$ cat config.mk
export PLATFORM = sky130hd
export DESIGN_NAME = rect_occupancy_map_unit
export DESIGN_NICKNAME = d
export VERILOG_FILES = /design/src/rtl/core/rocc_pkg.sv /design/src/rtl/core/rocc_ram.sv /design/src/rtl/core/rect_occupancy_map_unit.sv
export SDC_FILE = /design/constraint.sdc
export NUM_CORES = 2
export LEC_CHECK = 0
export BUFFER_PORTS_ARGS = -buffer_cell sky130_fd_sc_hd__buf_2
export CAP_MARGIN = 20
export CORE_MARGIN = 4
export CORE_UTILIZATION = 40
export DETAILED_ROUTE_END_ITERATION = 8
export GPL_TIMING_DRIVEN = 0
export REMOVE_ABC_BUFFERS = 1
export SLEW_MARGIN = 0
export SYNTH_ARGS = -nofsm -noshare
export SYNTH_HDL_FRONTEND = slang
export SYNTH_SLANG_ARGS = --single-unit
$ cat constraint.sdc
create_clock -name clock -period 9.6 [get_ports clock]
set_clock_uncertainty 0.1 [all_clocks]
set_input_delay 1.44 -clock clock [delete_from_list [all_inputs] [get_ports clock]]
set_output_delay 1.44 -clock clock [all_outputs]
set_load 0.02 [all_outputs]
$ cat src/rtl/core/rocc_pkg.sv
// rocc_pkg: sizes, opcodes and register indexes of the occupancy map block
// used by rect_occupancy_map_unit; no dependencies
`default_nettype none

package rocc_pkg;

   localparam int MAX_COLS = 64;
   localparam int MAX_ROWS = 64;

   localparam int ROW_ADDR_W  = $clog2(MAX_ROWS);
   localparam int CNT_W       = 7;
   localparam int COORD_W     = 8;
   localparam int SUM_W       = 10;
   localparam int OPCODE_W    = 2;
   localparam int CSR_INDEX_W = 1;
   localparam int CSR_DATA_W  = 7;

   typedef enum logic [OPCODE_W-1:0] {
      OP_CHECK   = 2'd0,
      OP_OCCUPY  = 2'd1,
      OP_RELEASE = 2'd2
   } opcode_type;

   typedef enum logic [CSR_INDEX_W-1:0] {
      CSR_GRID_COLS = 1'b0,
      CSR_GRID_ROWS = 1'b1
   } csr_index_type;

endpackage

`default_nettype wire

$ cat src/rtl/core/rocc_ram.sv
// rocc_ram: generic simple dual port RAM, one write and one registered read port
// no dependencies
`default_nettype none

module rocc_ram #(
   parameter int WIDTH = 64,
   parameter int DEPTH = 64
) (
   input  wire logic                     clock,
   input  wire logic                     wr_en,
   input  wire logic [$clog2(DEPTH)-1:0] wr_addr,
   input  wire logic [WIDTH-1:0]         wr_data,
   input  wire logic                     rd_en,
   input  wire logic [$clog2(DEPTH)-1:0] rd_addr,
   output logic      [WIDTH-1:0]         rd_data
);

   logic [WIDTH-1:0] mem_ff [DEPTH];

   always_ff @(posedge clock) begin
      if (wr_en) begin
         mem_ff[wr_addr] <= wr_data;
      end
      if (rd_en) begin
         rd_data <= mem_ff[rd_addr];
      end
   end

endmodule

`default_nettype wire

$ cat src/rtl/core/rect_occupancy_map_unit.sv
// rect_occupancy_map_unit: occupancy bitmap, one row word per RAM entry,
// read-modify-write of one row per cycle; uses rocc_pkg and rocc_ram
//
//   port group   direction   content
//   req_*        in          opcode, area_col, area_row, area_width, area_height
//   rsp_*        out         area_free, done_opcode
//   csr_*        in          write of grid_cols (index 0) or grid_rows (index 1)
//
// an item passes setup, run over its rows, drain and finish; only finish when
// no row is touched; the single RAM read port walks one row word per cycle
// reset clears the row valid flags at once, so no clearing pass is needed
// a new item is taken once the previous result sits in the output register;
// a stalled result holds the walk at its last step
`default_nettype none

module rect_occupancy_map_unit (
   input  wire logic                                  clock,
   input  wire logic                                  reset,
   input  wire logic                                  req_valid,
   output logic                                       req_stall,
   input  wire logic [rocc_pkg::OPCODE_W-1:0]         req_opcode,
   input  wire logic signed [rocc_pkg::COORD_W-1:0]   req_area_col,
   input  wire logic signed [rocc_pkg::COORD_W-1:0]   req_area_row,
   input  wire logic [rocc_pkg::CNT_W-1:0]            req_area_width,
   input  wire logic [rocc_pkg::CNT_W-1:0]            req_area_height,
   output logic                                       rsp_valid,
   input  wire logic                                  rsp_stall,
   output logic                                       rsp_area_free,
   output logic [rocc_pkg::OPCODE_W-1:0]              rsp_done_opcode,
   input  wire logic                                  csr_write_en,
   input  wire logic [rocc_pkg::CSR_INDEX_W-1:0]      csr_index,
   input  wire logic [rocc_pkg::CSR_DATA_W-1:0]       csr_wdata
);

   import rocc_pkg::*;

   typedef enum logic [2:0] {
      S_IDLE,
      S_SETUP,
      S_RUN,
      S_DRAIN,
      S_FIN
   } state_type;

   state_type             state_ff, state_in;
   logic [CNT_W-1:0]      grid_cols_ff, grid_cols_in;
   logic [CNT_W-1:0]      grid_rows_ff, grid_rows_in;
   logic [MAX_ROWS-1:0]   row_valid_ff, row_valid_in;
   logic                  pend_ff, pend_in;
   logic                  rsp_valid_ff, rsp_valid_in;

   logic [OPCODE_W-1:0]   op_ff, op_in;
   logic [ROW_ADDR_W-1:0] rd_row_ff, rd_row_in;
   logic [ROW_ADDR_W-1:0] pend_row_ff, pend_row_in;
   logic [CNT_W-1:0]      row_end_ff, row_end_in;
   logic [CNT_W-1:0]      col_start_ff, col_start_in;
   logic [CNT_W-1:0]      col_end_ff, col_end_in;
   logic [MAX_COLS-1:0]   mask_ff, mask_in;
   logic                  base_free_ff, base_free_in;
   logic                  acc_ff, acc_in;
   logic                  rd_valid_ff, rd_valid_in;
   logic                  rsp_free_ff, rsp_free_in;
   logic [OPCODE_W-1:0]   rsp_op_ff, rsp_op_in;

   logic signed [SUM_W-1:0] row_s, col_s, row_sum, col_sum;
   logic signed [SUM_W-1:0] rows_s, cols_s, row_lo, row_hi, col_lo, col_hi;
   logic                    nonempty, clip_nonempty, in_bounds, walk;
   logic                    accept, last_row, do_write, rsp_load;
   logic [MAX_COLS-1:0]     ram_q, row_word, wr_word;

   rocc_ram #(
      .WIDTH (MAX_COLS),
      .DEPTH (MAX_ROWS)
   ) u_rows (
      .clock   (clock),
      .wr_en   (do_write),
      .wr_addr (pend_row_ff),
      .wr_data (wr_word),
      .rd_en   (state_ff == S_RUN),
      .rd_addr (rd_row_ff),
      .rd_data (ram_q)
   );

   // request decode and clipping
   always_comb begin
      row_s   = SUM_W'(req_area_row);
      col_s   = SUM_W'(req_area_col);
      row_sum = row_s + $signed({{(SUM_W-CNT_W){1'b0}}, req_area_height});
      col_sum = col_s + $signed({{(SUM_W-CNT_W){1'b0}}, req_area_width});
      rows_s  = $signed({{(SUM_W-CNT_W){1'b0}}, grid_rows_ff});
      cols_s  = $signed({{(SUM_W-CNT_W){1'b0}}, grid_cols_ff});
      row_lo  = (row_s < 0) ? '0 : row_s;
      col_lo  = (col_s < 0) ? '0 : col_s;
      row_hi  = (row_sum > rows_s) ? rows_s : row_sum;
      col_hi  = (col_sum > cols_s) ? cols_s : col_sum;
      nonempty      = (req_area_width != '0) && (req_area_height != '0);
      clip_nonempty = nonempty && (row_lo < row_hi) && (col_lo < col_hi);
      in_bounds     = (row_s >= 0) && (col_s >= 0) && (row_sum <= rows_s)
                      && (col_sum <= cols_s);
      case (req_opcode)
         OP_CHECK:   walk = nonempty && in_bounds;
         OP_OCCUPY:  walk = clip_nonempty;
         OP_RELEASE: walk = clip_nonempty;
         default:    walk = 1'b0;
      endcase
   end

   assign accept    = req_valid && !req_stall;
   assign req_stall = (state_ff != S_IDLE);
   assign last_row  = (CNT_W'({1'b0, rd_row_ff}) + CNT_W'(1)) == row_end_ff;
   assign row_word  = rd_valid_ff ? ram_q : '0;
   assign do_write  = pend_ff && ((op_ff == OP_OCCUPY) || (op_ff == OP_RELEASE));
   assign wr_word   = (op_ff == OP_OCCUPY) ? (row_word | mask_ff) : (row_word & ~mask_ff);
   assign rsp_load  = (state_ff == S_FIN) && (!rsp_valid_ff || !rsp_stall);

   always_comb begin
      state_in     = state_ff;
      grid_cols_in = grid_cols_ff;
      grid_rows_in = grid_rows_ff;
      row_valid_in = row_valid_ff;
      pend_in      = 1'b0;
      rsp_valid_in = rsp_valid_ff;
      op_in        = op_ff;
      rd_row_in    = rd_row_ff;
      pend_row_in  = rd_row_ff;
      row_end_in   = row_end_ff;
      col_start_in = col_start_ff;
      col_end_in   = col_end_ff;
      mask_in      = mask_ff;
      base_free_in = base_free_ff;
      acc_in       = acc_ff;
      rd_valid_in  = row_valid_ff[rd_row_ff];
      rsp_free_in  = rsp_free_ff;
      rsp_op_in    = rsp_op_ff;

      if (csr_write_en) begin
         case (csr_index)
            CSR_GRID_COLS: grid_cols_in = (csr_wdata > CNT_W'(MAX_COLS)) ?
                                          CNT_W'(MAX_COLS) : csr_wdata;
            CSR_GRID_ROWS: grid_rows_in = (csr_wdata > CNT_W'(MAX_ROWS)) ?
                                          CNT_W'(MAX_ROWS) : csr_wdata;
            default: ;
         endcase
      end

      if (rsp_valid_ff && !rsp_stall) begin
         rsp_valid_in = 1'b0;
      end

      if (pend_ff) begin
         if (op_ff == OP_CHECK) begin
            acc_in = acc_ff | ((row_word & mask_ff) != '0);
         end
         if (do_write) begin
            row_valid_in[pend_row_ff] = 1'b1;
         end
      end

      case (state_ff)
         S_IDLE: begin
            if (accept) begin
               op_in        = req_opcode;
               rd_row_in    = row_lo[ROW_ADDR_W-1:0];
               row_end_in   = row_hi[CNT_W-1:0];
               col_start_in = col_lo[CNT_W-1:0];
               col_end_in   = col_hi[CNT_W-1:0];
               acc_in       = 1'b0;
               base_free_in = (req_opcode == OP_CHECK) && (!nonempty || in_bounds);
               state_in     = walk ? S_SETUP : S_FIN;
            end
         end
         S_SETUP: begin
            for (int i = 0; i < MAX_COLS; i++) begin
               mask_in[i] = (CNT_W'(i) >= col_start_ff) && (CNT_W'(i) < col_end_ff);
            end
            state_in = S_RUN;
         end
         S_RUN: begin
            pend_in   = 1'b1;
            rd_row_in = rd_row_ff + ROW_ADDR_W'(1);
            if (last_row) begin
               state_in = S_DRAIN;
            end
         end
         S_DRAIN: begin
            state_in = S_FIN;
         end
         S_FIN: begin
            if (rsp_load) begin
               rsp_valid_in = 1'b1;
               rsp_free_in  = base_free_ff && !acc_ff;
               rsp_op_in    = op_ff;
               state_in     = S_IDLE;
            end
         end
         default: begin
            state_in = S_IDLE;
         end
      endcase
   end

   always_ff @(posedge clock) begin
      if (reset) begin
         state_ff     <= S_IDLE;
         grid_cols_ff <= '0;
         grid_rows_ff <= '0;
         row_valid_ff <= '0;
         pend_ff      <= 1'b0;
         rsp_valid_ff <= 1'b0;
      end else begin
         state_ff     <= state_in;
         grid_cols_ff <= grid_cols_in;
         grid_rows_ff <= grid_rows_in;
         row_valid_ff <= row_valid_in;
         pend_ff      <= pend_in;
         rsp_valid_ff <= rsp_valid_in;
      end
      op_ff        <= op_in;
      rd_row_ff    <= rd_row_in;
      pend_row_ff  <= pend_row_in;
      row_end_ff   <= row_end_in;
      col_start_ff <= col_start_in;
      col_end_ff   <= col_end_in;
      mask_ff      <= mask_in;
      base_free_ff <= base_free_in;
      acc_ff       <= acc_in;
      rd_valid_ff  <= rd_valid_in;
      rsp_free_ff  <= rsp_free_in;
      rsp_op_ff    <= rsp_op_in;
   end

   assign rsp_valid       = rsp_valid_ff;
   assign rsp_area_free   = rsp_free_ff;
   assign rsp_done_opcode = rsp_op_ff;

endmodule

`default_nettype wire
# Word-level counts from Yosys, hierarchy flattened
# Memories as Yosys holds them, arrays and structs flattened. A register that Yosys moved wholly into a read port is not among the register bits.
# Index checks and enable logic that the tools add are counted.
# classes
shifts,0
n_div,0
bitwise_logic,7
n_mux,29
n_eq_ne,12
n_mul,0
n_lt_le_gt_ge,142
n_addsub,4
reduce_logical,102
# op_table
op,count
$ge A6 B7 Y1 const A,32
$lt A6 B7 Y1 const A,32
$and A64 B64 Y64,2
$mux W64,2
$or A64 B64 Y64,2
$ge A5 B7 Y1 const A,16
$lt A5 B7 Y1 const A,16
$logic_and A1 B1 Y1,78
$not A64 Y64,1
$reduce_bool A64 Y1,1
$ge A4 B7 Y1 const A,8
$lt A4 B7 Y1 const A,8
$mux W10,4
$ge A3 B7 Y1 const A,4
$lt A3 B7 Y1 const A,4
$lt A10 B10 Y1,2
$add A8 B8 Y9,2
$gt A9 B8 Y1,2
$le A9 B8 Y1,2
$ge A8 B1 Y1 const B,2
$lt A8 B1 Y1 const B,2
$pmux W3 S5,1
$ge A1 B7 Y1 const A,2
$ge A2 B7 Y1 const A,2
other kinds (34),69
# word_totals
register_bits,188
ram_bits,4096
memories,1
output_inout_bits,5
rom_bits,0
elab_cells,315
latchBits,0
inputBits,45
# memory_table
name,words,word_bits,read_ports,rd_clocked_by_memory_dff,write_ports,line,text
u_rows.mem_ff,64,64,1,1,1,rocc_ram.sv:18,logic [WIDTH-1:0] mem_ff [DEPTH];

# Longest topological paths before layout
# logic_depth
word_depth,10
ltp_mapped,24
depth_no_buf,24

# Cells and area by module
# Synthesis repeated with hierarchy kept, for this count alone.
# hier_totals
hier_cells,7819
hier_area_um2,167717.1
# by_module_without_submodules
module,cells_each,instances,area_each_um2,seq_area_each_um2
rocc_ram,6598,1,156989.3,124919.8
rect_occupancy_map_unit,1221,1,10727.8,4734.5

# Worst setup path after synthesis
# OpenSTA, ideal clock, no wires.
# synth_timing
path_type,input-to-reg
startpoint,in req_area_row[0] in the netlist's numbering
endpoint,reg state_ff[2]
path_slack_ps,3498
n_path_buf,1
t_required_ps,9369
arrival_ps,5871
path_stages,21
setup_ps,131
path_cell_list,ha_1 fa_1 a211oi_1 o21bai_1 a21oi_1 xnor2_1 ha_1 a211oi_1 o21ai_0 o221a_2 o31ai_1 clkbuf_1 mux2i_1 ha_1 a41oi_1 o21ai_0 a21o_1 a221oi_1 nand4_1 a41oi_1 o41ai_1
# synth_via
elab_chain_cells,10
elab_cells_between_ends,18
cone_classes,add/sub (1); order compare (5); mux (6); reduce/logical (6)
# synth_lines
item,line,text
start: declaration,rect_occupancy_map_unit.sv:23,"input wire logic signed [rocc_pkg::COORD_W-1:0] req_area_row,"
$add A8 B8 Y9,rect_occupancy_map_unit.sv:88,"row_sum = row_s + $signed({{(SUM_W-CNT_W){1'b0}}, req_area_height});"
$gt A9 B8 Y1,rect_occupancy_map_unit.sv:94,row_hi = (row_sum > rows_s) ? rows_s : row_sum;
$mux W10,rect_occupancy_map_unit.sv:94,
$lt A10 B10 Y1,rect_occupancy_map_unit.sv:97,clip_nonempty = nonempty && (row_lo < row_hi) && (col_lo < col_hi);
$logic_and A1 B1 Y1 (2 in series),rect_occupancy_map_unit.sv:97,
$pmux W1 S2 (*),rect_occupancy_map_unit.sv:100,case (req_opcode)
$mux W3 (*),rect_occupancy_map_unit.sv:169,state_in = walk ? S_SETUP : S_FIN;
$mux W3 (*),rect_occupancy_map_unit.sv:161,if (accept) begin
$pmux W3 S5 (*),rect_occupancy_map_unit.sv:159,case (state_ff)
end signal: assignment,rect_occupancy_map_unit.sv:211,state_ff <= state_in;
end: declaration,rect_occupancy_map_unit.sv:45,"state_type state_ff, state_in;"
# Mark *: on every way between the ends. The rest lies on a longest branch, timed or not. The select of a mux whose other input is x is not followed.
# A chain may end at the register's enable or synchronous reset.

# Worst setup path after layout
# layout_timing
startpoint,in req_area_width[0] in the netlist's numbering
endpoint,reg state_ff[2]
# layout_via
elab_chain_cells,9
elab_cells_between_ends,15
cone_classes,add/sub (1); order compare (3); mux (5); reduce/logical (6)
# layout_lines
item,line,text
start: declaration,rect_occupancy_map_unit.sv:24,"input wire logic [rocc_pkg::CNT_W-1:0] req_area_width,"
$add A8 B8 Y9 (*),rect_occupancy_map_unit.sv:89,"col_sum = col_s + $signed({{(SUM_W-CNT_W){1'b0}}, req_area_width});"
$gt A9 B8 Y1,rect_occupancy_map_unit.sv:95,col_hi = (col_sum > cols_s) ? cols_s : col_sum;
$mux W10 (*),rect_occupancy_map_unit.sv:95,
named net col_hi[2],rect_occupancy_map_unit.sv:66,"logic signed [SUM_W-1:0] rows_s, cols_s, row_lo, row_hi, col_lo, col_hi;"
$lt A10 B10 Y1 (*),rect_occupancy_map_unit.sv:97,
$logic_and A1 B1 Y1 (*),rect_occupancy_map_unit.sv:97,
$pmux W1 S2 (*),rect_occupancy_map_unit.sv:100,
$mux W3 (*),rect_occupancy_map_unit.sv:169,
$mux W3 (*),rect_occupancy_map_unit.sv:161,
$pmux W3 S5 (*),rect_occupancy_map_unit.sv:159,
# Mark *: on every way through the listed nets, which the timed path passes. The rest lies on a longest branch. The select of a mux whose other input is x is not followed.

==> out/metrics.csv <==
stage,metric,value,unit
status,status,"complete, no violations",
final_layout,Final Util,48.4,%
min_path,Min-Delay Endpoint,row_valid_ff[24],
power_and_ir_drop,Psw,9600,uW
min_path,min-delay src,row_valid_ff[24],
final_layout,Area growth syn-to-layout,20.7,%
power_and_ir_drop,P_int,32600,uW
floorplanning,Initial Util,40.1,%
floorplanning,Core Footprint,420000,sq um
sta,"Min Clock Period, post-route",7.92,ns
critical_path,capturing point of the worst reg2reg path,state_ff[2],
critical_path,buffer and inverter count on the worst path,2,
sta,Final Hold Vio Count,0,
logic_synthesis,Synth Area in Simple Gates,1.43,%
cts,"Setup Fix Bufs, Post-CTS",0,
detailed_routing,via-per-instance ratio,6.17,
power_and_ir_drop,logic gate share of total power,9.9,%
logic_synthesis,Async SR Flop Fraction,0,%
logic_synthesis,synthesized area,168000,sq um
sta,Total Negative Setup Slacks,0,ns
sta,RSZ-0062 raised after global routing,no,
logic_synthesis,post-synthesis xor/xnor area fraction,0.104,%
grt,global-route wire length before repair,710,mm
min_path,Min-Delay Path Depth,1,
floorplanning,FP Rows,238,
place,gpl congestion,0.887,
final_layout,most frequent cells in the layout,"4,257 x edfxtp_1, 902 x mux4_2, 487 x mux2i_1, 443 x clkbuf_16, 303 x buf_12",
cts,Max Buffers Root-to-Sink,4,
cts,CTS Root Cell,clkbuf_16,
critical_path,worst reg-to-reg setup slack,3.39,ns
detailed_routing,post-DR wirelength/cell,35.3,microns
critical_path,arrival time worst endpoint,8.61,ns
logic_synthesis,Synth Area in Compound Gates,4.67,%
cts,Sink Count,4348,
critical_path,Critical Path End Type,flip-flop,
power_and_ir_drop,Flop pwr share,50.3,%
grt,vias in the first global route,88900,
sta,Final setup viols,0,
place,Placed Area,189000,sq um
cts,CTS tree,done,
grt,initial antenna violation count,13,
final_layout,"most common cell after layout, fill and taps aside",edfxtp_1,
power_and_ir_drop,Design Power,42200,uW
logic_synthesis,Post-Synthesis Cells,8037,
floorplanning,Die Width,657,microns
power_and_ir_drop,peak supply drop,0.000198,V
final_layout,share of cells above drive strength 1,25.9,%
final_layout,fillers,33200,
logic_synthesis,post-synthesis adder-cell area fraction,0.358,%
final_layout,fin area,203000,sq um
grt,grt ovf,0,
cts,H-tree depth,5,
critical_path,critical setup path kind,in -> reg,
place,IO buf count,49,
critical_path,CP max stage delay,1.04,ns
critical_path,Critical Path Start Type,primary input,
final_layout,number of nets in the layout,8788,
logic_synthesis,Main synth FF type,edfxtp_1,
critical_path,Top Family by Delay on Critical Path,compound AO/OA/AOI/OAI gates,
detailed_routing,Post-DRT Antenna Nets,0,
cts,CTS Hold Buffers Added,0,
cts,CTS buffer count,437,
critical_path,Crit Path Max Fanout,14,
power_and_ir_drop,P per Cell Area,207,nW/um^2
detailed_routing,DRC,0,
power_and_ir_drop,Clk pwr share,39.8,%
power_and_ir_drop,switching part of the total,22.8,%
critical_path,FF-to-FF path depth,17,
critical_path,CP Cell Sequence,"buf_2, ha_1, fa_1, a21o_1, a21oi_1, o21bai_1, a21oi_1, xnor2_1, ha_1, and4_1, a211o_1, a32o_1, nand2_1, mux2_2, inv_1, ha_1, a21o_1, a21oi_1, o21ai_0, a221oi_1, nand4_1, a41oi_1, o41ai_1",
sta,Max Slew Vio Count,0,
cts,worst skew pair latency,0.97,ns
place,detailed placement HPWL,347,mm
floorplanning,die area,431000,sq um
logic_synthesis,post-synthesis register bit count,4348,
floorplanning,I/O pins,50,
detailed_routing,via total after detailed routing,90000,
detailed_routing,first-iteration detailed-routing DRC count,13200,
critical_path,WP data required,10.29,ns
logic_synthesis,Ys Warns,0,
logic_synthesis,Syn Area/Cell,21.0,sq um
logic_synthesis,Post-synth EDFFs,4257,
critical_path,R2R Path Start,grid_cols_ff[2],
grt,gr usage total,23.3,%
final_layout,FF/Latch Area,130000,sq um
grt,largest net degree at the start of global routing,78,
sta,worst slew pin tran,1.26,ns
job,maxcap violations,0,
sta,FMAX,126,MHz
sta,Final Cycle Share,82.5,%
critical_path,Crit-path slowest cell,a41oi_1,
sta,relative slew slack,15.5,%
cts,"Gates resized, CTS repair",0,
detailed_routing,DR pass1 iterations,9,
detailed_routing,final WL,515,mm
min_path,worst min path class,reg -> reg,
critical_path,critical path depth in cells,23,
power_and_ir_drop,Pleak,0.0647,uW
floorplanning,die height,657,microns
logic_synthesis,sequential element share of the synthesized area,77.0,%
logic_synthesis,largest family of logic cells by synthesized area,multiplexers,
logic_synthesis,Synth cell types,65,
final_layout,multi-input logic area,37600,sq um
cts,Clock Pin Slew Worst Setup and Hold Paths,0.06,ns
logic_synthesis,multiplexer area fraction after synthesis,15.0,%
-- how the worst max path moves through the flow --
stage,to,slack (ns),startpoint
global placement,u_rows.rd_data[1],-87.97,pend_row_in[1]
floorplan,u_rows.rd_data[42],-39.49,pend_row_in[0]
finish,state_ff[2],1.68,req_area_width[0]
detailed placement,state_ff[2],1.04,req_area_col[0]
CTS,state_ff[2],2.02,req_area_col[0]
global route,state_ff[2],1.82,req_area_col[0]
-- logic make-up after synthesis --
kind of cell / Yosys count
AO/OA/AOI/OAI: 1182
adder cells (fa/ha/maj): 47
AND/OR/NAND/NOR: 539
XOR/XNOR: 20
flip-flops: 4348
multiplexers: 1396
buffers and inverters: 505
-- per-layer routing --
layer	vias up	track usage [%]	wire length [microns]
met1	48000	30.3	190000
met5	-	0	32
li1	35400	-	-
met2	5355	38.2	250000
met4	4	11.2	29300
met3	1285	3.86	45400
-- cell usage after synthesis, types with 91 or more instances --
| cell | count | area [sq um] |
|---|---|---|
| edfxtp_1 | 4257 | 128000 |
| mux4_2 | 902 | 20300 |
| a211oi_1 | 92 | 691 |
| mux2i_1 | 487 | 4870 |
| o22ai_1 | 182 | 1140 |
| dfxtp_1 | 91 | 1820 |
| o21ai_0 | 196 | 981 |
| clkbuf_1 | 247 | 927 |
| buf_2 | 100 | 500 |
| a21oi_1 | 248 | 1240 |
| nor2_1 | 154 | 578 |
| o221ai_1 | 238 | 2080 |
| nand2_1 | 236 | 886 |
-- stage by stage --
| stage | instances | hold slack (ns) | worst slack (ns) |
|---|---|---|---|
| 2_1_floorplan | 7575 | 0.326 | -39.49 |
| 3_3_place_gp | 13100 | 0.341 | -87.97 |
| 3_5_place_dp | 13800 | 0.350 | 1.04 |
| 4_1_cts | 14600 | 0.366 | 2.02 |
| 5_1_grt | 14600 | 0.378 | 1.82 |
| 6_report | 14600 | 0.363 | 1.68 |
-- flip-flops by register name (all words and copies together), names as in the netlist --
signal	cells
grid_rows_ff	7
state_ff	3
rd_valid_ff	1
pend_row_ff	6
rsp_valid	1
pend_ff	1
op_ff	2
col_start_ff	7
grid_cols_ff	7
base_free_ff	1
rsp_done_opcode	2
col_end_ff	7
row_valid_ff	64
u_rows.mem_ff	4096
rsp_area_free	1
u_rows.rd_data	64
pend_row_in	6
acc_ff	1
row_end_ff	7
mask_ff	64
-- layout make-up --
class	count	share of cell area [%]
timing repair buffer	682	7.35
tap	5520	3.40
multi-input combinational	3184	18.5
clock buffer	525	5.61
sequential	4348	63.8
inverter	43	0.0831
antenna	26	0.0320
clock inverter	271	1.28
-- power groups by stage --
stage	combinational (uW)	sequential (uW)	clock, uW
after floorplan	5160	22000	0
after global placement	6770	22400	0
after detailed placement	4130	21600	0
after CTS	4150	21200	17000
after global routing	4400	21200	17800
final	4170	21200	16800
Note: power is estimated with default switching activity, not from simulation.
